===== src/sscp_pkg.sv =====
// shared constants and types for the serial servo command parser
`timescale 1ns / 1ps

package sscp_pkg;

	localparam int unsigned CfgIndexW = 3;
	localparam int unsigned CfgDataW  = 16;
	localparam int unsigned MagW      = 10;
	localparam int unsigned LoadW     = 16;
	localparam int unsigned ProdW     = MagW + LoadW;

	// register indexes
	localparam logic [CfgIndexW-1:0] REG_PERIOD_LOAD = 3'd0;
	localparam logic [CfgIndexW-1:0] REG_YAW_MIN     = 3'd1;
	localparam logic [CfgIndexW-1:0] REG_YAW_MAX     = 3'd2;
	localparam logic [CfgIndexW-1:0] REG_PITCH_MIN   = 3'd3;
	localparam logic [CfgIndexW-1:0] REG_PITCH_MAX   = 3'd4;

	// register reset values
	localparam logic [15:0] RST_PERIOD_LOAD = 16'd14204;
	localparam logic [7:0]  RST_YAW_MIN     = 8'd20;
	localparam logic [7:0]  RST_YAW_MAX     = 8'd140;
	localparam logic [7:0]  RST_PITCH_MIN   = 8'd50;
	localparam logic [7:0]  RST_PITCH_MAX   = 8'd120;

	// characters
	localparam logic [7:0] CH_LF    = 8'h0A;
	localparam logic [7:0] CH_CR    = 8'h0D;
	localparam logic [7:0] CH_TAB   = 8'h09;
	localparam logic [7:0] CH_SPACE = 8'h20;
	localparam logic [7:0] CH_PLUS  = 8'h2B;
	localparam logic [7:0] CH_MINUS = 8'h2D;
	localparam logic [7:0] CH_ZERO  = 8'h30;
	localparam logic [7:0] CH_NINE  = 8'h39;
	localparam logic [7:0] CH_P_LO  = 8'h70;
	localparam logic [7:0] CH_P_UP  = 8'h50;
	localparam logic [7:0] CH_Y_LO  = 8'h79;
	localparam logic [7:0] CH_Y_UP  = 8'h59;

	localparam logic [MagW-1:0] MAG_SAT = 10'd999;

	// command kinds
	localparam logic [1:0] CMD_NONE  = 2'd0;
	localparam logic [1:0] CMD_PITCH = 2'd1;
	localparam logic [1:0] CMD_YAW   = 2'd2;

	// number phases
	localparam logic [1:0] PH_BLANK = 2'd0;
	localparam logic [1:0] PH_SIGN  = 2'd1;
	localparam logic [1:0] PH_DIGIT = 2'd2;
	localparam logic [1:0] PH_DONE  = 2'd3;

	// divide by 1000 as (p >> 3) / 125 through a reciprocal
	localparam int unsigned    RecipShift = 30;
	localparam int unsigned    RecipW     = 24;
	localparam int unsigned    DivInW     = ProdW - 3;
	localparam logic [RecipW-1:0] RECIP_125 = 24'd8589935;

	typedef struct packed {
		logic [7:0]      tx_byte;
		logic            term;
		logic            set_valid;
		logic            set_channel;
	} beat_info_t;

endpackage


===== src/serial_servo_command_parser_unit.sv =====
// serial servo command parser: line parser, pulse-width scaling and result emitter
`timescale 1ns / 1ps

// throughput: one byte per cycle while m_axis_tready holds; a line terminator emits two
// output beats (LF, then CR) and stalls the pipe while the CR beat is pending
// pipe: three stages (parse, multiply by load, divide by 1000) and the emitter
// reset: arst_n clears all parse state, pipe valids and the output, and loads the
// limit and load registers with their defaults

module serial_servo_command_parser_unit (
	input  logic                            clk,
	input  logic                            arst_n,
	input  logic                            s_axis_tvalid,
	output logic                            s_axis_tready,
	input  logic [7:0]                      s_axis_tdata,  // rx_byte
	output logic                            m_axis_tvalid,
	input  logic                            m_axis_tready,
	output logic [23:0]                     m_axis_tdata,  // tx_byte, pulse_width
	output logic [1:0]                      m_axis_tuser,  // set_valid, set_channel
	output logic                            m_axis_tlast,
	input  logic                            cfg_valid,
	output logic                            cfg_ready,
	input  logic [sscp_pkg::CfgIndexW-1:0]  cfg_index,
	input  logic [sscp_pkg::CfgDataW-1:0]   cfg_data
);

	// configuration
	logic [15:0] period_load_q;
	logic [7:0]  yaw_min_q, yaw_max_q, pitch_min_q, pitch_max_q;

	// parse state
	logic                        line_start_q;
	logic [1:0]                  command_kind_q;
	logic [1:0]                  number_phase_q;
	logic                        negative_sign_q;
	logic [sscp_pkg::MagW-1:0]   acc_q;

	logic                        ls_d;
	logic [1:0]                  cmd_d, ph_d;
	logic                        neg_d;
	logic [sscp_pkg::MagW-1:0]   acc_d;
	logic [13:0]                 acc_x10;
	logic                        is_term, is_digit, is_blank, is_sign, cont;
	logic [7:0]                  lo, hi;
	logic                        upd_ok;

	// pipe
	logic                           v_s1, v_s2, v_s3;
	sscp_pkg::beat_info_t           info_s1, info_s2, info_s3;
	logic [sscp_pkg::MagW-1:0]      mag_s1;
	logic [sscp_pkg::ProdW-1:0]     prod_s2;
	logic [15:0]                    pw_s3;
	logic [sscp_pkg::DivInW+sscp_pkg::RecipW-1:0] qprod;
	logic                           rdy1, rdy2, rdy3, load_ok, in_fire, out_fire;

	// emitter
	logic        out_valid_q, pend_q, out_last_q, out_sv_q, out_ch_q;
	logic [7:0]  out_tx_q;
	logic [15:0] out_pw_q;
	logic        cr_sv_q, cr_ch_q;
	logic [15:0] cr_pw_q;

	assign cfg_ready = 1'b1;

	always_ff @(posedge clk or negedge arst_n) begin
		if (!arst_n) begin
			period_load_q <= sscp_pkg::RST_PERIOD_LOAD;
			yaw_min_q     <= sscp_pkg::RST_YAW_MIN;
			yaw_max_q     <= sscp_pkg::RST_YAW_MAX;
			pitch_min_q   <= sscp_pkg::RST_PITCH_MIN;
			pitch_max_q   <= sscp_pkg::RST_PITCH_MAX;
		end else if (cfg_valid) begin
			unique case (cfg_index)
				sscp_pkg::REG_PERIOD_LOAD: period_load_q <= cfg_data;
				sscp_pkg::REG_YAW_MIN:     yaw_min_q     <= cfg_data[7:0];
				sscp_pkg::REG_YAW_MAX:     yaw_max_q     <= cfg_data[7:0];
				sscp_pkg::REG_PITCH_MIN:   pitch_min_q   <= cfg_data[7:0];
				sscp_pkg::REG_PITCH_MAX:   pitch_max_q   <= cfg_data[7:0];
				default: ;
			endcase
		end
	end

	// handshakes
	assign load_ok       = !out_valid_q || (m_axis_tready && !pend_q);
	assign rdy3          = load_ok || !v_s3;
	assign rdy2          = rdy3 || !v_s2;
	assign rdy1          = rdy2 || !v_s1;
	assign s_axis_tready = rdy1;
	assign in_fire       = s_axis_tvalid && s_axis_tready;
	assign out_fire      = m_axis_tvalid && m_axis_tready;

	// parser
	assign is_term  = (s_axis_tdata == sscp_pkg::CH_LF) || (s_axis_tdata == sscp_pkg::CH_CR);
	assign is_digit = (s_axis_tdata >= sscp_pkg::CH_ZERO) && (s_axis_tdata <= sscp_pkg::CH_NINE);
	assign is_blank = (s_axis_tdata == sscp_pkg::CH_SPACE) || (s_axis_tdata == sscp_pkg::CH_TAB);
	assign is_sign  = (s_axis_tdata == sscp_pkg::CH_MINUS) || (s_axis_tdata == sscp_pkg::CH_PLUS);
	assign acc_x10  = ({4'b0, acc_q} << 3) + ({4'b0, acc_q} << 1) + {10'b0, s_axis_tdata[3:0]};

	always_comb begin
		ls_d  = line_start_q;
		cmd_d = command_kind_q;
		ph_d  = number_phase_q;
		neg_d = negative_sign_q;
		acc_d = acc_q;
		cont  = 1'b1;
		if (is_term) begin
			ls_d  = 1'b1;
			cmd_d = sscp_pkg::CMD_NONE;
			ph_d  = sscp_pkg::PH_BLANK;
			neg_d = 1'b0;
			acc_d = '0;
		end else if (line_start_q) begin
			ls_d = 1'b0;
			if (s_axis_tdata == sscp_pkg::CH_P_LO || s_axis_tdata == sscp_pkg::CH_P_UP) begin
				cmd_d = sscp_pkg::CMD_PITCH;
			end else if (s_axis_tdata == sscp_pkg::CH_Y_LO || s_axis_tdata == sscp_pkg::CH_Y_UP) begin
				cmd_d = sscp_pkg::CMD_YAW;
			end else begin
				cmd_d = sscp_pkg::CMD_NONE;
			end
		end else begin
			if (number_phase_q == sscp_pkg::PH_BLANK) begin
				if (is_blank) begin
					cont = 1'b0;
				end else if (is_sign) begin
					neg_d = (s_axis_tdata == sscp_pkg::CH_MINUS);
					ph_d  = sscp_pkg::PH_SIGN;
					cont  = 1'b0;
				end else begin
					ph_d = sscp_pkg::PH_SIGN;
				end
			end
			if (cont && (ph_d == sscp_pkg::PH_SIGN || ph_d == sscp_pkg::PH_DIGIT)) begin
				if (is_digit) begin
					acc_d = (acc_x10 > {4'b0, sscp_pkg::MAG_SAT}) ? sscp_pkg::MAG_SAT
					                                              : acc_x10[sscp_pkg::MagW-1:0];
					ph_d  = sscp_pkg::PH_DIGIT;
				end else begin
					ph_d = sscp_pkg::PH_DONE;
				end
			end
		end
	end

	// limit check on the finished line
	assign lo = (command_kind_q == sscp_pkg::CMD_PITCH) ? pitch_min_q : yaw_min_q;
	assign hi = (command_kind_q == sscp_pkg::CMD_PITCH) ? pitch_max_q : yaw_max_q;
	assign upd_ok = ((command_kind_q == sscp_pkg::CMD_PITCH) ||
	                 (command_kind_q == sscp_pkg::CMD_YAW)) &&
	                !(negative_sign_q && (acc_q != '0)) &&
	                (acc_q >= {2'b0, lo}) && (acc_q <= {2'b0, hi});

	always_ff @(posedge clk or negedge arst_n) begin
		if (!arst_n) begin
			line_start_q    <= 1'b1;
			command_kind_q  <= sscp_pkg::CMD_NONE;
			number_phase_q  <= sscp_pkg::PH_BLANK;
			negative_sign_q <= 1'b0;
			acc_q           <= '0;
		end else if (in_fire) begin
			line_start_q    <= ls_d;
			command_kind_q  <= cmd_d;
			number_phase_q  <= ph_d;
			negative_sign_q <= neg_d;
			acc_q           <= acc_d;
		end
	end

	// pipe valids
	always_ff @(posedge clk or negedge arst_n) begin
		if (!arst_n) begin
			v_s1 <= 1'b0;
			v_s2 <= 1'b0;
			v_s3 <= 1'b0;
		end else begin
			if (rdy1) v_s1 <= in_fire;
			if (rdy2) v_s2 <= v_s1;
			if (rdy3) v_s3 <= v_s2;
		end
	end

	assign qprod = prod_s2[sscp_pkg::ProdW-1:3] * sscp_pkg::RECIP_125;

	// pipe payload
	always_ff @(posedge clk) begin
		if (rdy1) begin
			info_s1.tx_byte     <= s_axis_tdata;
			info_s1.term        <= is_term;
			info_s1.set_valid   <= is_term && upd_ok;
			info_s1.set_channel <= (command_kind_q == sscp_pkg::CMD_YAW);
			mag_s1              <= acc_q;
		end
		if (rdy2) begin
			info_s2 <= info_s1;
			prod_s2 <= {{sscp_pkg::LoadW{1'b0}}, mag_s1} * {{sscp_pkg::MagW{1'b0}}, period_load_q};
		end
		if (rdy3) begin
			info_s3 <= info_s2;
			pw_s3   <= qprod[sscp_pkg::RecipShift +: 16];
		end
	end

	// result emitter
	always_ff @(posedge clk or negedge arst_n) begin
		if (!arst_n) begin
			out_valid_q <= 1'b0;
			pend_q      <= 1'b0;
		end else if (pend_q && out_fire) begin
			pend_q <= 1'b0;
		end else if (load_ok) begin
			out_valid_q <= v_s3;
			pend_q      <= v_s3 && info_s3.term;
		end
	end

	always_ff @(posedge clk) begin
		if (pend_q && out_fire) begin
			out_tx_q   <= sscp_pkg::CH_CR;
			out_sv_q   <= cr_sv_q;
			out_ch_q   <= cr_ch_q;
			out_pw_q   <= cr_pw_q;
			out_last_q <= 1'b1;
		end else if (load_ok) begin
			out_tx_q   <= info_s3.term ? sscp_pkg::CH_LF : info_s3.tx_byte;
			out_sv_q   <= 1'b0;
			out_ch_q   <= 1'b0;
			out_pw_q   <= '0;
			out_last_q <= !info_s3.term;
			cr_sv_q    <= info_s3.set_valid;
			cr_ch_q    <= info_s3.set_valid && info_s3.set_channel;
			cr_pw_q    <= info_s3.set_valid ? pw_s3 : 16'd0;
		end
	end

	assign m_axis_tvalid = out_valid_q;
	assign m_axis_tdata  = {out_pw_q, out_tx_q};
	assign m_axis_tuser  = {out_ch_q, out_sv_q};
	assign m_axis_tlast  = out_last_q;

	// checks
	a_pend_has_beat: assert property (@(posedge clk) disable iff (!arst_n)
		pend_q |-> out_valid_q)
		else $error("second terminator beat pending without an output beat");

	a_cr_follows_lf: assert property (@(posedge clk) disable iff (!arst_n)
		(pend_q && out_fire) |=> (out_valid_q && m_axis_tlast &&
		                          m_axis_tdata[7:0] == sscp_pkg::CH_CR))
		else $error("CR beat did not follow LF");

	a_notlast_is_lf: assert property (@(posedge clk) disable iff (!arst_n)
		(m_axis_tvalid && !m_axis_tlast) |-> (m_axis_tdata[7:0] == sscp_pkg::CH_LF && pend_q))
		else $error("non-final beat is not the LF of a terminator");

	a_update_on_cr: assert property (@(posedge clk) disable iff (!arst_n)
		(m_axis_tvalid && m_axis_tuser[0]) |->
		(m_axis_tlast && m_axis_tdata[7:0] == sscp_pkg::CH_CR))
		else $error("servo update outside the CR beat");

	a_term_clears: assert property (@(posedge clk) disable iff (!arst_n)
		(in_fire && is_term) |=> (line_start_q && acc_q == '0 &&
		                          command_kind_q == sscp_pkg::CMD_NONE))
		else $error("terminator did not clear the line state");

endmodule

===== config.mk =====
export PLATFORM = sky130hd
export DESIGN_NAME = serial_servo_command_parser_unit
export DESIGN_NICKNAME = d
export VERILOG_FILES = /design/src/sscp_pkg.sv /design/src/serial_servo_command_parser_unit.sv
export SDC_FILE = /design/constraint.sdc
export NUM_CORES = 1
export LEC_CHECK = 0
export BUFFER_PORTS_ARGS = -buffer_cell sky130_fd_sc_hd__buf_2
export CAP_MARGIN = 0
export CORE_MARGIN = 2
export CORE_UTILIZATION = 53
export DETAILED_ROUTE_END_ITERATION = 6
export GPL_TIMING_DRIVEN = 0
export PLACE_DENSITY = 0.72
export SYNTH_ARGS = -nofsm -noshare
export SYNTH_HDL_FRONTEND = slang
export SYNTH_SLANG_ARGS = --single-unit

===== constraint.sdc =====
create_clock -name clk -period 8.4 [get_ports clk]
set_clock_uncertainty 0.2 [all_clocks]
set_input_delay 1.68 -clock clk [delete_from_list [all_inputs] [get_ports clk]]
set_output_delay 1.68 -clock clk [all_outputs]
set_load 0.1 [all_outputs]

Yosys cells after proc, flatten, opt, wreduce, memory -nomap -nowiden. Index checks and enable logic that the tools add are counted.

Flip-flop bits (word level): 199. Word-level logic and storage cells: 156.

$add $sub $neg: 2. $mul: 2. $lt $le $gt $ge: 5. Equal/unequal tests: 20. Mux-type cells: 38. Bitwise gates (word level): 1. Reductions and logical operators: 50.

Operators with widths (count): 10-bit two-way mux (5); 23-bit by 24-bit multiplier with 46-bit output (second input constant) (1); 8-bit by 7-bit equality test with 1-bit output (second input constant) (4); 16-bit two-way mux (2); 10-bit by 16-bit multiplier with 26-bit output (1); 8-bit by 4-bit equality test with 1-bit output (second input constant) (3); 8-bit by 6-bit equality test with 1-bit output (second input constant) (3); 8-bit two-way mux (3); 2-bit two-way mux (11); 1-bit two-way mux (17); 2-bit AND reduction (8); 13-bit by 11-bit adder with 14-bit output (1); 14-bit by 4-bit adder with 14-bit output (1); 14-bit by 10-bit greater-than comparator with 1-bit output (second input constant) (1); 1-bit logical AND (13); 2-bit nonzero test (6); 1-bit logical OR (11); 10-bit by 8-bit greater-or-equal comparator with 1-bit output (1); 10-bit by 8-bit <= comparator with 1-bit output (1); 10-bit nonzero test (1); 8-bit by 6-bit greater-or-equal comparator with 1-bit output (second input constant) (1); 8-bit by 6-bit <= comparator with 1-bit output (second input constant) (1); 1-bit logical NOT (7); 3-bit by 2-bit equality test with 1-bit output (second input constant) (2); 11 further kinds (13).

Logic depth before layout (Yosys ltp). Gate-level depths: netlist (run 1).

Depth in word-level cells: 12. Depth in mapped cells: 25. Depth with buffers taken out: 25.

Worst setup path before layout (run 1). OpenSTA, ideal clock, no wires.

Path type: flip-flop to flip-flop. From: register prod_s2[23] (netlist name). To: register pw_s3[15], data pin. Setup time: 260 ps. Data arrival time: 6071 ps. Slack: 1869 ps. Stages on the path, launching flop included: 22. Cells stage by stage: edfxtp_1 fa_1 inv_1 fa_1 inv_1 fa_1 fa_1 fa_1 inv_1 fa_1 inv_1 fa_1 ha_1 nand2_1 a21o_1 a211oi_1 o31a_1 o21ai_2 o31ai_2 a31o_2 a31o_2 xnor2_1.

Longest elaborated chain between the ends: 1.

Ends and longest elaborated chain: from (decl) (line serial_servo_command_parser_unit.sv:51) `logic [sscp_pkg::ProdW-1:0] prod_s2;`; from (signal assigned) (line serial_servo_command_parser_unit.sv:196) `prod_s2 <= {{sscp_pkg::LoadW{1'b0}}, mag_s1} * {{sscp_pkg::MagW{1'b0}}, period_load_q};`; 23-bit by 24-bit multiplier with 46-bit output (line serial_servo_command_parser_unit.sv:183) `assign qprod = prod_s2[sscp_pkg::ProdW-1:3] * sscp_pkg::RECIP_125;`; via qprod (one bit) (line serial_servo_command_parser_unit.sv:53) `logic [sscp_pkg::DivInW+sscp_pkg::RecipW-1:0] qprod;`; to (signal assigned) (line serial_servo_command_parser_unit.sv:200) `pw_s3 <= qprod[sscp_pkg::RecipShift +: 16];`; to (decl) (line serial_servo_command_parser_unit.sv:52) `logic [15:0] pw_s3;`.

The timed path passes the listed nets, and every way through them passes these cells. A chain may end at the register's enable or synchronous reset.

Final worst setup path (run 1).
From: register prod_s2[23] (netlist name). To: register pw_s3[7], data pin.

The elaborated chain is that of the path after synthesis.

==> flow_metrics.py, run 1 <==
metrics = {
    "clock_tree": {
        "cts.hold.buffers_added": 0,
        "clock_sink_count": 196,
        "tritoncts.num_buffers": 17,
        "clkSlewWorstSetupHoldPaths_ns": 0.09,
        "post_cts_resized": 0,
        "postCtsSetupRepairBufs": 0,
        "clock_tree.htree_level_count": 4,
        "cts-root-buf": "clkbuf_16",
        "cts_max_path_buffers": 2,
        "tritoncts": "built",
        "worst_skew_pair.late_latency_ns": 0.45,
    },
    "grt": {
        "via_count_of_the_first_global_routing_pass": 14700,
        "pin_count_of_the_biggest_net_entering_global_routing": 70,
        "global_route_wire_length_before_repair_um": 71400,
        "grt_remaining_overflow": 0,
        "gr-usage-all-layers": 0.216,
        "grt_antenna_before_repair": 0,
    },
    "place": {
        "port_buffers": 60,
        "place.detailed.hpwl_um": 34900,
        "place_congestion": 0.874,
    },
    "final_layout": {
        "final-seq-area_um2": 5480,
        "num_antenna_cells": 0,
        "layout_overhead_on_the_synthesized_area_pct": 7.38,
        "mostFrequentLayoutCell": "inv_1",
        "final_net_count": 2674,
        "layout-drive-gt1-share": 0.0959,
        "area_used_by_multi_input_combinational_logic_um2": 14000,
        "layout.cells.most_common_list": "411 x inv_1, 333 x ha_1, 267 x fa_1",
        "n_fill_cell": 3311,
    },
    "run": {
        "maxCapViolCount": 0,
    },
    "sta": {
        "grt_setup_unrepaired": "false",
        "totalNegativeSetupSlack_ns": 0,
        "timing.max_slew.rel_slack": 0.159,
        "final_hold_viol_count": 0,
        "max_freq_mhz": 135,
        "worst_pin_slew_ns": 1.25,
        "period_minus_slack_ns": 7.40,
        "timing.final.setup_violations": 0,
        "fin_crit_sh": 0.881,
        "timing.final.max_slew_violations": 0,
    },
    "critical_path": {
        "reg2reg_depth": 21,
        "crit_path_max_incr_delay_ns": 0.65,
        "timing.reg2reg.setup_slack_ns": 1.0,
        "critical_path.startpoint_type": "register",
        "cp_common_cell": "fa_1",
        "largest_fanout_of_any_net_on_the_critical_path": 8,
        "worstPathArrival_ns": 7.47,
        "critical_path.cell_chain": "fa_1 > inv_1 > fa_1 > inv_1 > fa_1 > fa_1 > fa_1 > inv_1 > fa_1 > inv_1 > fa_1 > ha_1 > nand3_1 > nor2_1 > nand2_1 > a2111oi_1 > nor4_1 > o31ai_2 > nand3_1 > mux2_2 > a221oi_2",
        "crit_required_ns": 8.47,
        "crit_type": "reg2reg",
        "regToRegEndpoint": "pw_s3[7]",
        "reg2reg_from": "prod_s2[23]",
        "cp-end-kind": "register",
        "slowest_stage_cell_on_the_critical_path": "fa_1",
    },
    "route": {
        "avgRoutedWirePerCell_um": 16.4,
        "route.detailed.drc": 0,
        "vias_per_cell": 5.27,
        "total_vias_in_the_final_route": 13600,
        "total_wirelength_of_the_detailed_routed_design_um": 42400,
        "ant_nets": 0,
        "dr.first_iter.drc_count": 650,
        "first_pass_iters": 5,
    },
    "worst_hold_path": {
        "hp-class": "reg2reg",
        "hold_depth": 0,
        "min_delay_worst_endpoint": "info_s3[1]",
        "hold_start": "info_s2[1]",
    },
    "logic_synthesis": {
        "syn-cell-area_um2": 21200,
        "synth_warnings": 0,
        "synth_top_flop_cell": "edfxtp_1",
        "async_flop_share": 0.352,
        "mappedNetlistNets": 2594,
        "number_of_synthesized_flops_with_an_enable_pin": 118,
        "synth.yosys.seq_area_share": 0.259,
        "syn_avg_cell_area_um2": 10.8,
        "cells_after_synth": 1962,
        "ys_ff_latch": 196,
        "yosysUniqueCellTypes": 71,
    },
    "floorplan": {
        "design.core.area_um2": 39500,
        "dieWidth_um": 204,
        "initial_core_util": 0.535,
        "design.portCount": 62,
        "row_count": 73,
        "die_area_um2": 41600,
        "die_height_um": 204,
    },
    "outcome": {
        "status": "finished clean",
    },
}
cells by family after synthesis:
| family | synth area share |
|---|---|
| and+or+nand+nor | 0.0935 |
| muxes | 0.0342 |
| adders and majority gates | 0.449 |
| xor gates and xnor gates | 0.0182 |
| AOI/OAI and AO/OA | 0.0648 |
| buffers and inverters | 0.0813 |
| other | 0.000177 |
| DFF | 0.259 |
Yosys cell counts, drive strengths merged, types with 9 or more instances:
cell type	instances	area share
o21ai	52	0.013
nor3	12	0.0028
o21a	13	0.0046
inv	411	0.073
clkbuf	39	0.0070
edfxtp	118	0.17
and2	107	0.032
nand2	155	0.027
xnor2	31	0.013
mux2i	15	0.0071
dfrtp	46	0.054
nand2b	12	0.0035
a21oi	66	0.016
dfstp	23	0.029
fa	267	0.25
nor2	31	0.0055
nand4	9	0.0027
dfxtp	9	0.0085
xor2	13	0.0054
a21o	28	0.010
ha	333	0.20
nor2b	9	0.0027
nand3	18	0.0043
mux2	51	0.027
and3	9	0.0027
layout make-up:
cell class	count	area share
clock inverters	14	0.00616
inverters	411	0.0678
repair buffers	61	0.0145
flip-flops and latches	196	0.241
well taps	525	0.0289
clock buffers	18	0.0189
plain buffers	44	0.00792
multi-input cells	1311	0.615
worst max path at each step:
stage	endpoint	start	slack, ns
after floorplan	pw_s3[15]	prod_s2[23]	1.87
after global placement	pw_s3[8]	prod_s2[23]	1.06
after detailed placement	pw_s3[7]	prod_s2[23]	1.00
after CTS	pw_s3[7]	prod_s2[23]	0.95
after global routing	pw_s3[7]	prod_s2[23]	0.64
final	pw_s3[7]	prod_s2[23]	1.0
flip-flops by register name, summed over array words and instances, names as in the netlist, 2 cells and up:
| signal | cells |
|---|---|
| pw_s3 | 16 |
| yaw_max_q | 8 |
| period_load_q | 16 |
| yaw_min_q | 8 |
| info_s3 | 11 |
| pitch_min_q | 8 |
| pitch_max_q | 8 |
| command_kind_q | 2 |
| out_tx_q | 8 |
| info_s1 | 11 |
| cr_pw_q | 16 |
| acc_q | 10 |
| out_pw_q | 16 |
| info_s2 | 11 |
| mag_s1 | 10 |
| number_phase_q | 2 |
| prod_s2 | 23 |
worst max-delay path, delay by kind of cell, from the launching register on:
kind / cells / cell delay (ns)
AND/OR/NAND/NOR: 5 / 0.73
buffers and inverters: 4 / 0.22
multiplexers: 1 / 0.30
AO/OA/AOI/OAI: 3 / 1.00
flip-flops: 1 / 0.59
adder cells (fa/ha/maj): 8 / 4.18
per-layer routing:
metal / up-vias / global-route usage / wire [µm]
met1: 6729 / 0.277 / 18700
met3: 61 / 0.0266 / 1500
li1: 6521 / - / -
met2: 290 / 0.388 / 21400
met4: 0 / 0.0560 / 856
met5: - / 0 / 0
per-stage QoR:
stage	std cells	utilization	worst slack [ns]	hold WS, ns	area (µm²)
2_1_floorplan	1962	-	1.87	0.200	21200
3_3_place_gp	2547	0.560	1.06	0.201	22100
3_5_place_dp	2547	0.560	1.00	0.205	22100
4_1_cts	2579	0.574	0.951	0.209	22700
5_1_grt	2580	0.575	0.638	0.228	22700
6_report	2580	0.575	0.999	0.217	22700
Power of run 1 is not shown: default switching activity piles up to over one toggle a cycle in this logic, so the estimate is an artifact.
==> run 2, diff against run 1 <==
PLACE_DENSITY = default   (was 0.72)
PLACE_DENSITY_LB_ADDON = 0.1   (was default)
==> run 2 against run 1 <==
Cell count is essentially flat. Via count grew 0.54%. Die area is the same. Clock-buffer cell count grew 3. Non-clock buffer count grew 1.
==> flow_metrics.py, run 2 (synthesis gave the netlist of run 1 again) <==
metrics = {
    "outcome": {
        "status": "finished clean",
    },
    "clock_tree": {
        "clock_sink_count": 196,
        "clock_tree.htree_level_count": 4,
        "cts-root-buf": "clkbuf_16",
        "clkSlewWorstSetupHoldPaths_ns": 0.08,
        "worst_skew_pair.late_latency_ns": 0.45,
        "cts.hold.buffers_added": 0,
        "tritoncts.num_buffers": 17,
        "postCtsSetupRepairBufs": 0,
        "cts_max_path_buffers": 2,
        "tritoncts": "built",
        "post_cts_resized": 0,
    },
    "final_layout": {
        "layoutNonFillerInstCount": 2582,
        "mostFrequentLayoutCell": "inv_1",
        "layout-drive-gt1-share": 0.0958,
        "layout.cells.most_common_list": "411 x inv_1, 333 x ha_1, 267 x fa_1",
        "top_reg_by_flops": "prod_s2",
        "layout_overhead_on_the_synthesized_area_pct": 7.52,
        "largest_register_ffs": 23,
        "final_net_count": 2675,
    },
    "run": {
        "maxCapViolCount": 0,
    },
    "sta": {
        "final_hold_viol_count": 0,
        "timing.final.max_slew_violations": 0,
        "period_minus_slack_ns": 7.58,
        "max_freq_mhz": 132,
        "grt_setup_unrepaired": "false",
        "timing.max_slew.rel_slack": 0.128,
        "totalNegativeSetupSlack_ns": 0,
        "timing.final.setup_violations": 0,
        "fin_crit_sh": 0.902,
        "worst_pin_slew_ns": 1.30,
    },
    "grt": {
        "grt_remaining_overflow": 0,
        "gr-usage-all-layers": 0.236,
        "via_count_of_the_first_global_routing_pass": 14800,
        "grt_antenna_before_repair": 0,
        "pin_count_of_the_biggest_net_entering_global_routing": 59,
        "global_route_wire_length_before_repair_um": 76400,
    },
    "route": {
        "ant_nets": 0,
        "avgRoutedWirePerCell_um": 17.7,
        "dr.first_iter.drc_count": 593,
        "vias_per_cell": 5.30,
        "total_vias_in_the_final_route": 13700,
        "first_pass_iters": 5,
        "total_wirelength_of_the_detailed_routed_design_um": 45700,
        "route.detailed.drc": 0,
    },
    "critical_path": {
        "crit_required_ns": 8.38,
        "slowest_stage_cell_on_the_critical_path": "fa_1",
        "worst-path-buf-inv": 4,
        "critical_path.startpoint_type": "register",
        "worstPathArrival_ns": 7.56,
        "critical_path.top_delay_family": "adder cells",
        "crit_path_max_incr_delay_ns": 0.68,
        "cp-end-kind": "register",
        "largest_fanout_of_any_net_on_the_critical_path": 8,
        "cp_common_cell": "fa_1",
        "critical_path.cell_chain": "fa_1 > inv_1 > fa_1 > inv_1 > fa_1 > fa_1 > fa_1 > inv_1 > fa_1 > inv_1 > fa_1 > ha_1 > nand3_1 > nor2_1 > nand2_1 > a2111oi_1 > nor4_1 > o31ai_2 > a21oi_1 > o21ai_0 > xor2_1",
        "crit_type": "reg2reg",
    },
    "place": {
        "placed_cell_count": 2549,
        "place_congestion": 0.881,
        "port_buffers": 60,
        "place.detailed.hpwl_um": 37600,
    },
    "worst_hold_path": {
        "hp-class": "reg2reg",
    },
    "floorplan": {
        "row_count": 73,
        "design.core.area_um2": 39500,
        "initial_core_util": 0.535,
        "design.portCount": 62,
        "die_height_um": 204,
        "dieWidth_um": 204,
        "die_area_um2": 41600,
    },
}
-- run 2: changes by cell type in the layout (fill, tap and decap cells not counted), sizes merged --
cell      change
diode         +1
buf           +1
inv           -2
clkinvlp      -1
clkbuf        +3
-- run 2: path summary, 6_finish.rpt --
path	startpoint	to	slack, ns	cells after the start
setup / recovery	prod_s2[23]	pw_s3[8]	0.82	21
hold / removal	info_s2[10]	info_s3[10]	0.22	0
setup reg to reg	prod_s2[23]	pw_s3[8]	0.82	21
hold reg to reg	info_s2[10]	info_s3[10]	0.22	0
max in group asynchronous	arst_n	line_start_q	6.50	2
min in group asynchronous	arst_n	period_load_q[11]	0.88	1
-- run 2: metal layers --
| layer | share of wire | global-route usage | vias to the layer above |
|---|---|---|---|
| li1 | - | - | 6531 |
| met1 | 0.45 | 0.314 | 6836 |
| met2 | 0.49 | 0.408 | 244 |
| met3 | 0.034 | 0.0268 | 64 |
| met4 | 0.026 | 0.0735 | 0 |
| met5 | 0 | 0 | - |
-- run 2: stage by stage --
stage	area, µm²	hold slack [ns]	util	worst slack [ns]
floorplan	21200	0.200	-	1.87
global placement	22100	0.204	0.560	0.878
detailed placement	22200	0.205	0.561	0.789
CTS	22800	0.222	0.576	0.728
global route	22800	0.228	0.576	0.460
finish	22800	0.219	0.576	0.821
-- run 2: area by class of cell --
class | instances | area, µm²
antenna | 1 | 2.50
buffer | 44 | 180
clock buffer | 21 | 472
clock inverter | 11 | 110
fill | 3409 | 16800
inverter | 411 | 1540
multi-input combinational | 1311 | 14000
sequential | 196 | 5480
tap | 525 | 657
timing repair buffer | 62 | 345
Power of run 2 is left out for the same reason.
==> run 3, diff against run 2 <==
clock period = 6.6 ns   (was 8.4 ns; I/O delays follow)
==> run 3 against run 2 <==
The run now ends with setup timing left. Design area is 3.1% higher. Wire length is 3.1% higher. Critical path depth is 2 higher. Highest routed layer unchanged.
==> flow_metrics.py, run 3 (synthesis gave the netlist of run 1 again) <==
metrics = {
    "outcome": {
        "status": "finished, violations left",
        "failing_checks": "setup timing",
    },
    "clock_tree": {
        "clock_tree.htree_level_count": 4,
        "cts-root-buf": "clkbuf_16",
        "tritoncts.num_buffers": 17,
        "tritoncts": "built",
        "cts_max_path_buffers": 2,
        "cts.hold.buffers_added": 0,
        "worst_skew_pair.late_latency_ns": 0.45,
        "clock_sink_count": 196,
        "clkSlewWorstSetupHoldPaths_ns": 0.08,
    },
    "place": {
        "place.detailed.hpwl_um": 37600,
        "place_congestion": 0.881,
        "port_buffers": 60,
        "preCtsSetupSlack_ns": -1.01,
        "detailed_place.area_um2": 22200,
        "placed_cell_count": 2549,
    },
    "sta": {
        "timing.final.max_slew_violations": 0,
        "totalNegativeSetupSlack_ns": -0.287,
        "timing.max_slew.rel_slack": 0.121,
        "finalWorstSetupSlack_ns": -0.0888,
        "max_freq_mhz": 150,
        "grt_setup_unrepaired": "true",
        "period_minus_slack_ns": 6.69,
        "final_hold_viol_count": 0,
        "fin_crit_sh": 1.01,
        "worst_pin_slew_ns": 1.31,
        "timing.final.setup_violations": 5,
    },
    "critical_path": {
        "largest_fanout_of_any_net_on_the_critical_path": 4,
        "crit_path_max_incr_delay_ns": 0.58,
        "crit_required_ns": 6.60,
        "critical_path.startpoint_type": "register",
        "worstPathArrival_ns": 6.69,
        "crit_type": "reg2reg",
        "slowest_stage_cell_on_the_critical_path": "fa_1",
        "cp_common_cell": "fa_1",
        "cp-end-kind": "register",
        "regToRegEndpoint": "pw_s3[12]",
        "critical_path.cell_chain": "buf_6 > fa_2 > fa_1 > inv_1 > fa_1 > inv_2 > fa_1 > fa_2 > fa_1 > inv_1 > fa_1 > inv_2 > ha_4 > nand2_4 > a21o_1 > a211oi_2 > o31a_1 > o21ai_4 > o31ai_4 > buf_6 > o21a_1 > nor2_2 > xnor2_1",
        "reg2reg_depth": 23,
        "timing.reg2reg.setup_slack_ns": -0.09,
        "reg2reg_from": "prod_s2[24]",
    },
    "final_layout": {
        "final_cell_area_um2": 23500,
        "mostFrequentLayoutCell": "inv_1",
        "layout.cells.most_common_list": "402 x inv_1, 323 x ha_1, 262 x fa_1",
        "area_used_by_multi_input_combinational_logic_um2": 14300,
        "layoutNonFillerInstCount": 2626,
        "final-seq-area_um2": 5480,
        "top_reg_by_flops": "prod_s2",
        "layout-drive-gt1-share": 0.137,
        "n_fill_cell": 3327,
        "largest_register_ffs": 23,
        "num_antenna_cells": 0,
        "layout_overhead_on_the_synthesized_area_pct": 10.8,
        "final_net_count": 2720,
    },
    "floorplan": {
        "dieWidth_um": 204,
        "die_height_um": 204,
        "row_count": 73,
        "initial_core_util": 0.535,
        "design.portCount": 62,
        "die_area_um2": 41600,
        "design.core.area_um2": 39500,
    },
    "grt": {
        "global_route_wire_length_before_repair_um": 78200,
        "gr-usage-all-layers": 0.243,
        "via_count_of_the_first_global_routing_pass": 15100,
        "grt_remaining_overflow": 0,
        "pin_count_of_the_biggest_net_entering_global_routing": 59,
        "grt_antenna_before_repair": 0,
    },
    "route": {
        "dr.first_iter.drc_count": 566,
        "vias_per_cell": 5.31,
        "avgRoutedWirePerCell_um": 17.9,
        "first_pass_iters": 5,
        "total_wirelength_of_the_detailed_routed_design_um": 47100,
        "route.detailed.drc": 0,
        "total_vias_in_the_final_route": 13900,
        "ant_nets": 0,
    },
    "worst_hold_path": {
        "min_delay_worst_endpoint": "info_s3[5]",
        "hp-class": "reg2reg",
        "hold_depth": 0,
        "hold_start": "info_s2[5]",
    },
    "run": {
        "maxCapViolCount": 0,
    },
}
run 3: cell types whose count changed in the layout (fill, tap and decap cells not counted), sizes merged:
cell   change
diode      -1
buf       +45
run 3: per-stage QoR:
| step | util | hold slack, ns |
|---|---|---|
| detailed placement | 0.561 | 0.205 |
| floorplan | - | 0.200 |
| finish | 0.594 | 0.221 |
| global route | 0.594 | 0.228 |
| CTS | 0.588 | 0.222 |
| global placement | 0.560 | 0.204 |
run 3: routing by layer:
metal	part of all wire	track usage
met1	0.45	0.318
met2	0.49	0.422
met3	0.033	0.0271
met4	0.028	0.0764
met5	0	0
run 3: worst max-delay path by stage:
stage | startpoint | end | slack, ns | cells past startpoint
2_1_floorplan | prod_s2[23] | pw_s3[15] | 0.07 | 21
3_3_place_gp | prod_s2[23] | pw_s3[8] | -0.92 | 21
4_1_cts | prod_s2[24] | pw_s3[7] | -0.15 | 21
3_5_place_dp | prod_s2[23] | pw_s3[8] | -1.01 | 21
6_report | prod_s2[24] | pw_s3[12] | -0.09 | 23
5_1_grt | prod_s2[21] | pw_s3[12] | -0.28 | 23
run 3: repair_timing:
action	4_1_cts	5_1_grt
setup buffers	35	12
pin swaps	28	33
gates resized for setup	39	32
hold endpoints to repair	0	0
endpoints found under the setup margin	15	11
run 3: cell type report:
type                    count  share of cell area
plain buffers              44             0.00768
repair buffers            107              0.0306
clock inverters            11             0.00469
flip-flops and latches    196               0.233
inverters                 411              0.0657
well taps                 525              0.0280
multi-input cells        1311               0.610
clock buffers              21              0.0201
run 3: critical path, delay by kind of cell, from the launching register on:
kind            cells  cell delay [ns]
flops               1             0.43
xor+xnor            1             0.12
buf+inv             6             0.50
simple gates        2             0.10
fa+ha+maj           8             3.87
compound gates      6             1.21
Power of run 3 is left out for the same reason.
